**src/hw/rtl/lkv_pkg.sv**
```systemverilog
package lkv_pkg;

  // default sizes
  localparam int unsigned ENTRIES_DEF  = 16;
  localparam int unsigned KEY_BITS_DEF = 16;

  // capacity register
  localparam int unsigned CAP_W     = 5;
  localparam logic [CAP_W-1:0] CAP_RESET = 5'd16;

  // operation codes
  localparam logic FUNC_GET = 1'b0;
  localparam logic FUNC_PUT = 1'b1;

  // one request
  typedef struct packed {
    logic               func;
    logic        [15:0] key;
    logic signed [15:0] temperature_in;
    logic        [13:0] humidity_in;
  } lkv_req_t;

  // one result
  typedef struct packed {
    logic               hit;
    logic signed [15:0] temperature_out;
    logic        [13:0] humidity_out;
  } lkv_rsp_t;

  // broadcast command from the controller to every cell
  typedef struct packed {
    logic commit;
    logic take_match;
    logic take_lru;
    logic take_free;
    logic write_key;
    logic write_data;
  } lkv_cmd_t;

  // per-cell status flags
  typedef struct packed {
    logic valid;
    logic match;
    logic lru;
    logic free_first;
  } lkv_stat_t;

endpackage

```
**src/hw/rtl/lkv_cell.sv**
```systemverilog
module lkv_cell #(
  parameter int unsigned ENTRIES  = lkv_pkg::ENTRIES_DEF,
  parameter int unsigned KEY_BITS = lkv_pkg::KEY_BITS_DEF
) (
  input  logic                         clk_i,
  input  logic                         rst_ni,
  input  logic [KEY_BITS-1:0]          key_i,
  input  logic signed [15:0]           temperature_i,
  input  logic [13:0]                  humidity_i,
  input  logic [$clog2(ENTRIES+1)-1:0] lru_rank_i,
  input  logic [$clog2(ENTRIES+1)-1:0] sel_rank_i,
  input  lkv_pkg::lkv_cmd_t            cmd_i,
  input  logic                         free_i,
  output logic                         free_o,
  output lkv_pkg::lkv_stat_t           stat_o,
  output logic [$clog2(ENTRIES)-1:0]   rank_o,
  output logic signed [15:0]           temperature_o,
  output logic [13:0]                  humidity_o
);

  localparam int unsigned RW = $clog2(ENTRIES);
  localparam int unsigned CW = $clog2(ENTRIES+1);

  logic                valid_q;
  logic [KEY_BITS-1:0] key_q;
  logic signed [15:0]  temp_q;
  logic [13:0]         hum_q;
  logic [RW-1:0]       rank_q;
  logic                sel;
  logic                older;

  // status toward the controller
  assign stat_o.valid      = valid_q;
  assign stat_o.match      = valid_q && (key_q == key_i);
  assign stat_o.lru        = valid_q && (CW'(rank_q) == lru_rank_i);
  assign stat_o.free_first = !valid_q && free_i;

  // first-free token ripples down the row
  assign free_o = free_i && valid_q;

  // this cell is the target of the request
  assign sel = (cmd_i.take_match && stat_o.match) ||
               (cmd_i.take_lru   && stat_o.lru)   ||
               (cmd_i.take_free  && stat_o.free_first);

  // more recent than the promoted entry
  assign older = valid_q && (CW'(rank_q) < sel_rank_i);

  assign rank_o        = rank_q;
  assign temperature_o = temp_q;
  assign humidity_o    = hum_q;

  // valid flag
  always_ff @(posedge clk_i or negedge rst_ni) begin
    if (!rst_ni) begin
      valid_q <= 1'b0;
    end else if (cmd_i.commit && sel) begin
      valid_q <= 1'b1;
    end
  end

  // entry payload and recency rank
  always_ff @(posedge clk_i) begin
    if (cmd_i.commit) begin
      if (sel) begin
        rank_q <= '0;
        if (cmd_i.write_key) begin
          key_q <= key_i;
        end
        if (cmd_i.write_data) begin
          temp_q <= temperature_i;
          hum_q  <= humidity_i;
        end
      end else if (older) begin
        rank_q <= rank_q + RW'(1);
      end
    end
  end

endmodule

```
**src/hw/rtl/lru_key_value_cache.sv**
```systemverilog
// an accepted request is registered, and its result is loaded into the result register by the update pass in S_EVAL
// a new request is taken only in S_IDLE, after the compare-and-update pass over the cell row
// a waiting result stalls the update pass, not the acceptance of the next request
// reset: all entries invalid, occupancy zero, capacity 16, no result pending
// no clearing pass after reset
module lru_key_value_cache #(
  parameter int unsigned ENTRIES  = lkv_pkg::ENTRIES_DEF,
  parameter int unsigned KEY_BITS = lkv_pkg::KEY_BITS_DEF
) (
  input  logic                      clk_i,
  input  logic                      rst_ni,
  input  logic                      in_valid_i,
  output logic                      in_stall_o,
  input  lkv_pkg::lkv_req_t         in_data_i,
  output logic                      out_valid_o,
  input  logic                      out_stall_i,
  output lkv_pkg::lkv_rsp_t         out_data_o,
  input  logic                      cfg_valid_i,
  output logic                      cfg_ready_o,
  input  logic [lkv_pkg::CAP_W-1:0] cfg_data_i
);

  localparam int unsigned RW = $clog2(ENTRIES);
  localparam int unsigned CW = $clog2(ENTRIES+1);

  typedef enum logic {
    S_IDLE,
    S_EVAL
  } state_e;

  state_e                    state_q;
  lkv_pkg::lkv_req_t         req_q;
  lkv_pkg::lkv_rsp_t         rsp_q;
  logic                      out_valid_q;
  logic [CW-1:0]             occ_q;
  logic [lkv_pkg::CAP_W-1:0] cap_q;

  logic [31:0]               key_ext;
  logic [KEY_BITS-1:0]       key_m;
  logic [CW-1:0]             cap_eff;
  logic [CW-1:0]             lru_rank;
  logic [CW-1:0]             sel_rank;
  logic                      hit;
  logic                      is_put;
  logic                      evict;
  logic                      go;
  logic                      in_acc;
  logic                      out_acc;
  lkv_pkg::lkv_cmd_t         cmd;

  lkv_pkg::lkv_stat_t        stat   [ENTRIES];
  logic [RW-1:0]             rank   [ENTRIES];
  logic signed [15:0]        temp   [ENTRIES];
  logic [13:0]               hum    [ENTRIES];
  logic [ENTRIES:0]          free_chain;
  logic [ENTRIES-1:0]        valid_vec;
  logic [ENTRIES-1:0]        match_vec;
  logic [ENTRIES-1:0]        lru_vec;

  logic [RW-1:0]             match_rank;
  logic signed [15:0]        match_temp;
  logic [13:0]               match_hum;

  // handshakes
  assign in_stall_o  = (state_q != S_IDLE);
  assign in_acc      = in_valid_i && !in_stall_o;
  assign out_valid_o = out_valid_q;
  assign out_data_o  = rsp_q;
  assign out_acc     = out_valid_q && !out_stall_i;
  assign cfg_ready_o = 1'b1;

  // key compared on its low bits only
  assign key_ext = 32'(req_q.key);
  assign key_m   = key_ext[KEY_BITS-1:0];

  // capacity clamped to the range 1 to the row size
  always_comb begin
    if (cap_q == '0) begin
      cap_eff = CW'(1);
    end else if (32'(cap_q) > ENTRIES) begin
      cap_eff = CW'(ENTRIES);
    end else begin
      cap_eff = CW'(cap_q);
    end
  end

  // gather flags and hit data from the row
  always_comb begin
    match_rank = '0;
    match_temp = '0;
    match_hum  = '0;
    for (int i = 0; i < ENTRIES; i++) begin
      valid_vec[i] = stat[i].valid;
      match_vec[i] = stat[i].match;
      lru_vec[i]   = stat[i].lru;
      if (stat[i].match) begin
        match_rank = match_rank | rank[i];
        match_temp = match_temp | temp[i];
        match_hum  = match_hum  | hum[i];
      end
    end
  end

  // request decode
  assign hit      = |match_vec;
  assign is_put   = (req_q.func == lkv_pkg::FUNC_PUT);
  assign evict    = (occ_q >= cap_eff);
  assign go       = (state_q == S_EVAL) && !(out_valid_q && out_stall_i);
  assign lru_rank = occ_q - CW'(1);

  // rank of the entry being promoted; a new entry enters below all others
  always_comb begin
    priority if (hit) begin
      sel_rank = CW'(match_rank);
    end else if (evict) begin
      sel_rank = lru_rank;
    end else begin
      sel_rank = occ_q;
    end
  end

  // command broadcast to the cells
  always_comb begin
    cmd.commit     = go && (hit || is_put);
    cmd.take_match = hit;
    cmd.take_lru   = !hit && is_put && evict;
    cmd.take_free  = !hit && is_put && !evict;
    cmd.write_key  = is_put && !hit;
    cmd.write_data = is_put;
  end

  // row of cells
  assign free_chain[0] = 1'b1;

  for (genvar g = 0; g < ENTRIES; g++) begin : g_cell
    lkv_cell #(
      .ENTRIES  (ENTRIES),
      .KEY_BITS (KEY_BITS)
    ) u_cell (
      .clk_i         (clk_i),
      .rst_ni        (rst_ni),
      .key_i         (key_m),
      .temperature_i (req_q.temperature_in),
      .humidity_i    (req_q.humidity_in),
      .lru_rank_i    (lru_rank),
      .sel_rank_i    (sel_rank),
      .cmd_i         (cmd),
      .free_i        (free_chain[g]),
      .free_o        (free_chain[g+1]),
      .stat_o        (stat[g]),
      .rank_o        (rank[g]),
      .temperature_o (temp[g]),
      .humidity_o    (hum[g])
    );
  end

  // controller state, occupancy, config and result register
  always_ff @(posedge clk_i or negedge rst_ni) begin
    if (!rst_ni) begin
      state_q     <= S_IDLE;
      out_valid_q <= 1'b0;
      occ_q       <= '0;
      cap_q       <= lkv_pkg::CAP_RESET;
    end else begin
      if (cfg_valid_i && cfg_ready_o) begin
        cap_q <= cfg_data_i;
      end
      unique case (state_q)
        S_IDLE: begin
          if (out_acc) begin
            out_valid_q <= 1'b0;
          end
          if (in_acc) begin
            state_q <= S_EVAL;
          end
        end
        S_EVAL: begin
          if (go) begin
            state_q     <= S_IDLE;
            out_valid_q <= 1'b1;
            if (cmd.take_free) begin
              occ_q <= occ_q + CW'(1);
            end
          end
        end
        default: begin
          state_q <= S_IDLE;
        end
      endcase
    end
  end

  // request and result payload
  always_ff @(posedge clk_i) begin
    if (in_acc) begin
      req_q <= in_data_i;
    end
    if (go) begin
      rsp_q.hit <= hit;
      if (hit && !is_put) begin
        rsp_q.temperature_out <= match_temp;
        rsp_q.humidity_out    <= match_hum;
      end else begin
        rsp_q.temperature_out <= '0;
        rsp_q.humidity_out    <= '0;
      end
    end
  end

  // occupancy tracks the valid cells
  a_occ_matches_valid: assert property (@(posedge clk_i) disable iff (!rst_ni)
    32'($countones(valid_vec)) == 32'(occ_q))
    else $error("occupancy count differs from valid cell count");

  // keys are unique among valid entries
  a_match_unique: assert property (@(posedge clk_i) disable iff (!rst_ni)
    (state_q == S_EVAL) |-> $onehot0(match_vec))
    else $error("more than one cell matches the key");

  // an eviction always finds exactly one least recent entry
  a_lru_found: assert property (@(posedge clk_i) disable iff (!rst_ni)
    (cmd.commit && cmd.take_lru) |-> $onehot(lru_vec))
    else $error("no unique least recent entry on eviction");

  // an allocation always finds a free cell
  a_free_found: assert property (@(posedge clk_i) disable iff (!rst_ni)
    (cmd.commit && cmd.take_free) |-> !free_chain[ENTRIES])
    else $error("allocation without a free cell");

  // every accepted request yields a result at its update pass
  a_result_follows: assert property (@(posedge clk_i) disable iff (!rst_ni)
    go |=> out_valid_q && (state_q == S_IDLE))
    else $error("update pass did not load a result");

endmodule
```
**config.mk**
```make
export PLATFORM = sky130hd
export DESIGN_NAME = lru_key_value_cache
export DESIGN_NICKNAME = d
export VERILOG_FILES = /design/src/hw/rtl/lkv_pkg.sv /design/src/hw/rtl/lkv_cell.sv /design/src/hw/rtl/lru_key_value_cache.sv
export SDC_FILE = /design/constraint.sdc
export NUM_CORES = 1
export LEC_CHECK = 0
export BUFFER_PORTS_ARGS = -buffer_cell sky130_fd_sc_hd__buf_2
export CAP_MARGIN = 20
export CELL_PAD_IN_SITES_DETAIL_PLACEMENT = 0
export CELL_PAD_IN_SITES_GLOBAL_PLACEMENT = 1
export CORE_ASPECT_RATIO = 2
export CORE_MARGIN = 4
export CORE_UTILIZATION = 50
export CTS_CLUSTER_DIAMETER = 120
export DETAILED_ROUTE_END_ITERATION = 8
export GPL_TIMING_DRIVEN = 0
export PLACE_DENSITY = 0.75
export SYNTH_ARGS = -nofsm -noshare
export SYNTH_HDL_FRONTEND = slang
export SYNTH_HIERARCHICAL = 1
export SYNTH_SLANG_ARGS = --single-unit
```
**constraint.sdc**
```tcl
create_clock -name clk_i -period 5.4 [get_ports clk_i]
set_input_delay 0 -clock clk_i [delete_from_list [all_inputs] [get_ports clk_i]]
set_output_delay 0 -clock clk_i [all_outputs]
set_load 0.005 [all_outputs]
```
### Word-level counts from Yosys, hierarchy flattened

Cells that the tools add are included.

| word-level totals | value |
|---|---|
| bits in read-only memories | 0 |
| memories | 0 |
| word-level logic and storage cells | 554 |
| output and inout port bits | 34 |
| memory bits (writable) | 0 |
| register bits after elaboration | 906 |
| input bits | 57 |
| latch bits | 0 |

| cells by class | value |
|---|---|
| multipliers | 0 |
| reduce and logical (&&, ||, !) cells | 273 |
| equality and inequality tests | 34 |
| bitwise operators | 46 |
| mux-type cells | 74 |
| divide/modulo/power cells | 0 |
| magnitude comparators | 18 |
| add/subtract/negate cells | 18 |
| shifts and indexed selects | 0 |

Operators by type and width:

| kind | count |
|---|---|
| 16-bit equality test | 16 |
| 16-bit 2-to-1 mux | 16 |
| 16-bit OR | 15 |
| 14-bit 2-to-1 mux | 16 |
| 14-bit OR | 15 |
| 1-bit logical AND | 150 |
| 4-bit 2-to-1 mux | 32 |
| 3-bit AND reduction | 33 |
| 4-bit by 5-bit equality test with 1-bit output | 16 |
| 4-bit by 5-bit < comparator with 1-bit output | 16 |
| 4-bit by 1-bit adder with 4-bit output (second input constant) | 16 |
| 4-bit OR | 15 |
| 2-bit AND reduction | 17 |
| 1-bit logical OR | 33 |
| 2-bit nonzero test | 16 |
| 1-bit zero test | 22 |
| 5-bit 2-to-1 mux | 4 |
| 16-bit OR reduction | 1 |
| 5-bit by 1-bit adder with 5-bit output (second input constant) | 1 |
| 5-bit >= comparator | 1 |
| 5-bit > comparator (second input constant) | 1 |
| 5-bit zero test | 1 |
| 5-bit by 1-bit subtractor with 5-bit output (second input constant) | 1 |
| 1-bit 2-to-1 mux | 4 |
| other kinds (4) | 5 |

### Longest topological paths before layout

| logic depth | value |
|---|---|
| depth after elaboration | 38 |
| gate-level depth with buffers | 19 |
| mapped depth without buffers | 19 |

### Cells and area by module

The synthesis kept the hierarchy.

Modules (own cells, without submodules):

| module | instances | area each (um^2) | seq. area each (um^2) | cells an instance |
|---|---|---|---|---|
| lkv_cell at g_cell[0].u_cell ... | 13 | 2018.2 | 1526.5 | 115 |
| lru_key_value_cache | 1 | 6326.1 | 2643.8 | 581 |
| lkv_cell at g_cell[7].u_cell ... | 3 | 1996.9 | 1526.5 | 115 |

### Least setup slack after synthesis

Ideal clock, no wire load.

| timing | value |
|---|---|
| path kind | register -> register |
| from | register req_q, in the netlist key_m[6] |
| to | register g_cell[0].u_cell.hum_q[0] (enable) |
| buffers on the path | 1 |
| setup slack | 686 ps |
| stages on the path, launching flop included | 11 |
| data arrival time | 4324 ps |
| clock period less this slack | 4714 ps |
| library setup time | 390 ps |
| required time | 5010 ps |
| cells stage by stage | edfxtp_1 -> xnor2_1 -> nand2_1 -> or4_4 -> nor2_1 -> buf_2 -> nor4_2 -> and4_4 -> inv_4 -> o21a_1 -> and3_1 |

RTL lines:

| element | RTL line | text |
|---|---|---|
| start: declaration | lru_key_value_cache.sv:32 | `lkv_pkg::lkv_req_t req_q;` |
| start signal: assignment | lru_key_value_cache.sv:196 | `req_q <= in_data_i;` |
| end signal: assignment | lkv_cell.sv:72 | `hum_q <= humidity_i;` |
| end: declaration | lkv_cell.sv:27 | `logic [13:0] hum_q;` |

==> summary.md <==
| Metric | Value |
|---|---|
| Run status | `finished, final reports clean` |
| Chip width | `203.6 um` |
| Place WS | `-0.7403 ns` |
| Initial core utilization | `50.34%` |
| Metal3 WL | `6874 um` |
| Largest net degree at the start of global routing | `68` |
| Slowest-stage cell, CP | `and3_2` |
| Total gr overflow | `0` |
| Io pins | `91` |
| Worst Setup End Kind | `register` |
| Worst min-delay path class | `input port to register` |
| CTS tree | `built` |
| Post-layout minimum cycle time | `about 5.3 ns` |
| Tot Pwr | `17.80 mW` |
| Total Routing Usage GR | `27.53%` |
| Root buffer cell | `clkbuf_16` |
| CTS HTree Levels | `3` |
| Iteration-0 DRC Markers | `2198` |
| P&R area growth vs syn | `18.18%` |
| Clock Latency Late Sink | `between 0.6 and 0.7 ns` |
| Vias per cell | `6.067` |
| Unrepaired setup endpoints after global routing | `false` |
| CP delay by family, top | `simple AND/OR/NAND/NOR gates` |
| Slew @ Worst Pin | `between 1 and 1.5 ns` |
| Hold Vio Cnt, Final | `0` |
| Post-synthesis cell count | `2388` |
| WHS | `0.04284 ns` |
| Placer Congestion | `0.9659` |
| Routed WL | `112400 um` |
| Syn. warnings | `6` |
| Leak | `roughly 15 nW` |
| Initial antenna violation count | `2` |
| WL per Instance | `29.43 um` |
| Num CTS Buffers | `78` |
| Max Cap Violations | `0` |
| Num Clock Sinks | `a little over 900` |
| Clock Skew | `between 0.03 and 0.04 ns` |
| DR DRC count | `0` |
| Mapped Avg Cell Area | `16.03 um2` |
| Num rows | `143` |
| Reg2Reg Depth | `19` |
| First-pass GRT wire length | `161300 um` |
| Peak Freq | `~0.19 GHz` |
| Layout cells sized above 1 | `17.31%` |
| CP startpoint kind | `register` |
| Worst reg2reg path endpoint | `g_cell[14].u_cell/temperature_o[3]$_DFFE_PP_` |
| Metal2 WL | `59430 um` |
| Highest routed layer | `met4` |
| Register area | `27070 um2` |
| WP data required | `5.74 ns` |
| CTS clock-pin slew for the worst setup and hold paths | `0.07 ns` |
| CP Launch Point | `g_cell[0].u_cell/valid_q$_DFFE_PN0P_` |
| Crit share post-route | `98.70%` |
| Critical path arrival | `between 5 and 6 ns` |
| Most common cell on crit path | `and2_1` |
| Met1 WL | `36890 um` |
| Area of the multi-input gates | `roughly 11000 um2` |
| DR vias | `23160` |
| Placement Cell Area | `41340 um2` |
| Worst VDD drop | `0.3308 mV` |
| Final instance area | `around 45000 um2` |
| Critical path depth in cells | `19` |
| Worst setup path category | `register to register` |
| Worst Setup EP | `g_cell[14].u_cell/temperature_o[3]$_DFFE_PP_` |
| Die span in y | `399.3 um` |
| IO Port Bufs | `a little under 90` |
| Fin util | `59.49%` |
| Relative slew slack | `18.51%` |
| Post-route ant nets | `0` |
| Pre-antenna DRT Iters | `5` |
| Synthesized area | `38280 um2` |
| Core area | `76040 um2` |
| R2r setup slk | `approximately 0.07 ns` |
| Crit-path max cell delay | `between 0.4 and 0.5 ns` |
| Die footprint | `81310 um2` |
| DP HPWL | `75060 um` |
| CP Max Fanout | `23` |
| Deepest clock path buffer count | `3` |
| Setup ws final | `0.07021 ns` |
| PwrDens | `393.5 nW/um2` |
| Count of pins over their slew limit | `0` |
| Number of fill cells | `5653` |
| Final setup fails | `0` |
| Number of global-route vias before repair | `23650` |
| Fin nets | `2868` |
| Crit-path cells | `and2_1, and2_1, and2_1, and2_1, and2_1, and2_1, and2_1, and2_1, and2_1, and2_1, and2_1, and2_1, and2_1, and2_1, nor2b_1, o2bb2a_1, o31ai_4, and3_2, buf_12` |
| Bufs and invs on worst path | `1` |
| R2R Path Start | `g_cell[0].u_cell/valid_q$_DFFE_PN0P_` |
==> worst register-to-register path, cell delays in order (launching register included) <==
cell	delay [ns]
dfrtp_1	0.46
and2_1	0.44
and2_1	0.23
and2_1	0.31
and2_1	0.19
and2_1	0.29
and2_1	0.22
and2_1	0.15
and2_1	0.19
and2_1	0.16
and2_1	0.21
and2_1	0.16
and2_1	0.15
and2_1	0.15
and2_1	0.29
nor2b_1	0.17
o2bb2a_1	0.29
o31ai_4	0.14
and3_2	0.49
buf_12	0.29
==> power breakdown <==
group          switching [mW]  internal (mW)
clock network            2.57           3.12
registers               0.311           8.15
logic                    2.14           1.50
==> layout by cell type, fill, tap and decap left out, drive strengths merged, types with 8 or more instances in the layout <==
cell,instances
a221oi,98
a21o,18
xnor2,157
o21ai,24
clkinv,38
ha,71
a22oi,76
or2,13
nand3,52
nand2,35
clkbuf,124
dfrtp,27
o21a,17
xor2,193
nand4b,13
nand4,21
nand2b,17
nor2b,18
a31oi,35
nor2,95
and3,64
inv,102
nor3,48
o2bb2a,13
o31ai,16
nor4,33
and2,18
a21oi,18
o31a,16
bufinv,8
buf,230
dlygate4sd3,74
a22o,98
edfxtp,878
==> how the worst min path moves through the flow <==
| stage | startpoint | endpoint | slack (ns) | depth (start not counted) |
|---|---|---|---|---|
| 2_1_floorplan | rst_ni | cap_q[0]$_DFFE_PN0P_ | -0.30 | 0 |
| 3_3_place_gp | rst_ni | cap_q[2]$_DFFE_PN0P_ | 0.15 | 1 |
| 3_5_place_dp | rst_ni | cap_q[0]$_DFFE_PN0P_ | 0.16 | 1 |
| 4_1_cts | in_data_i[18] | req_q[18]$_DFFE_PP_ | 0.001 | 2 |
| 5_1_grt | in_data_i[7] | req_q[7]$_DFFE_PP_ | 0.03 | 2 |
| 6_report | in_data_i[18] | req_q[18]$_DFFE_PP_ | 0.04 | 2 |
==> timing repair <==
action / CTS / global route
endpoints found under the setup margin: 703 / 175
buffers inserted: 45 / 2
gates resized for setup: 13 / 36
gates cloned: 0 / 0
hold buffers: 75 / 0
endpoints found under the hold margin: 117 / 0
==> layout make-up <==
type,count,share of cell area [%]
Sequential cell,906,59.83
Multi-Input combinational cell,1317,23.50
Timing Repair Buffer,270,6.494
Clock buffer,87,4.483
Tap cell,1015,2.807
Clock inverter,55,1.175
Buffer,71,0.8961
Inverter,96,0.8021
Antenna cell,1,0.005532
==> state kept, by name (all words and copies together), names as in the netlist, 16 cells and up <==
name                         flops
key_m                           16
g_cell.u_cell/key_q            256
g_cell.u_cell/rank_o            64
out_data_o                      31
g_cell.u_cell/humidity_o       224
req_q                           30
g_cell.u_cell/valid_q           16
g_cell.u_cell/temperature_o    256
==> metrics by stage <==
stage | TNS [ns] | cells
3_5_place_dp | -146.77 | 3552
6_report | 0 | 3818
5_1_grt | 0 | 3817
2_1_floorplan | 0 | 2390
4_1_cts | 0 | 3814
3_3_place_gp | -1986.74 | 3494
==> routing by layer <==
metal | track usage (%) | vias up
met5 | 0 | -
met2 | 49.43 | 1044
met1 | 29.57 | 11780
met3 | 3.770 | 321
met4 | 19.54 | 0
li1 | - | 10020
Power figures use the tool's default switching activity.
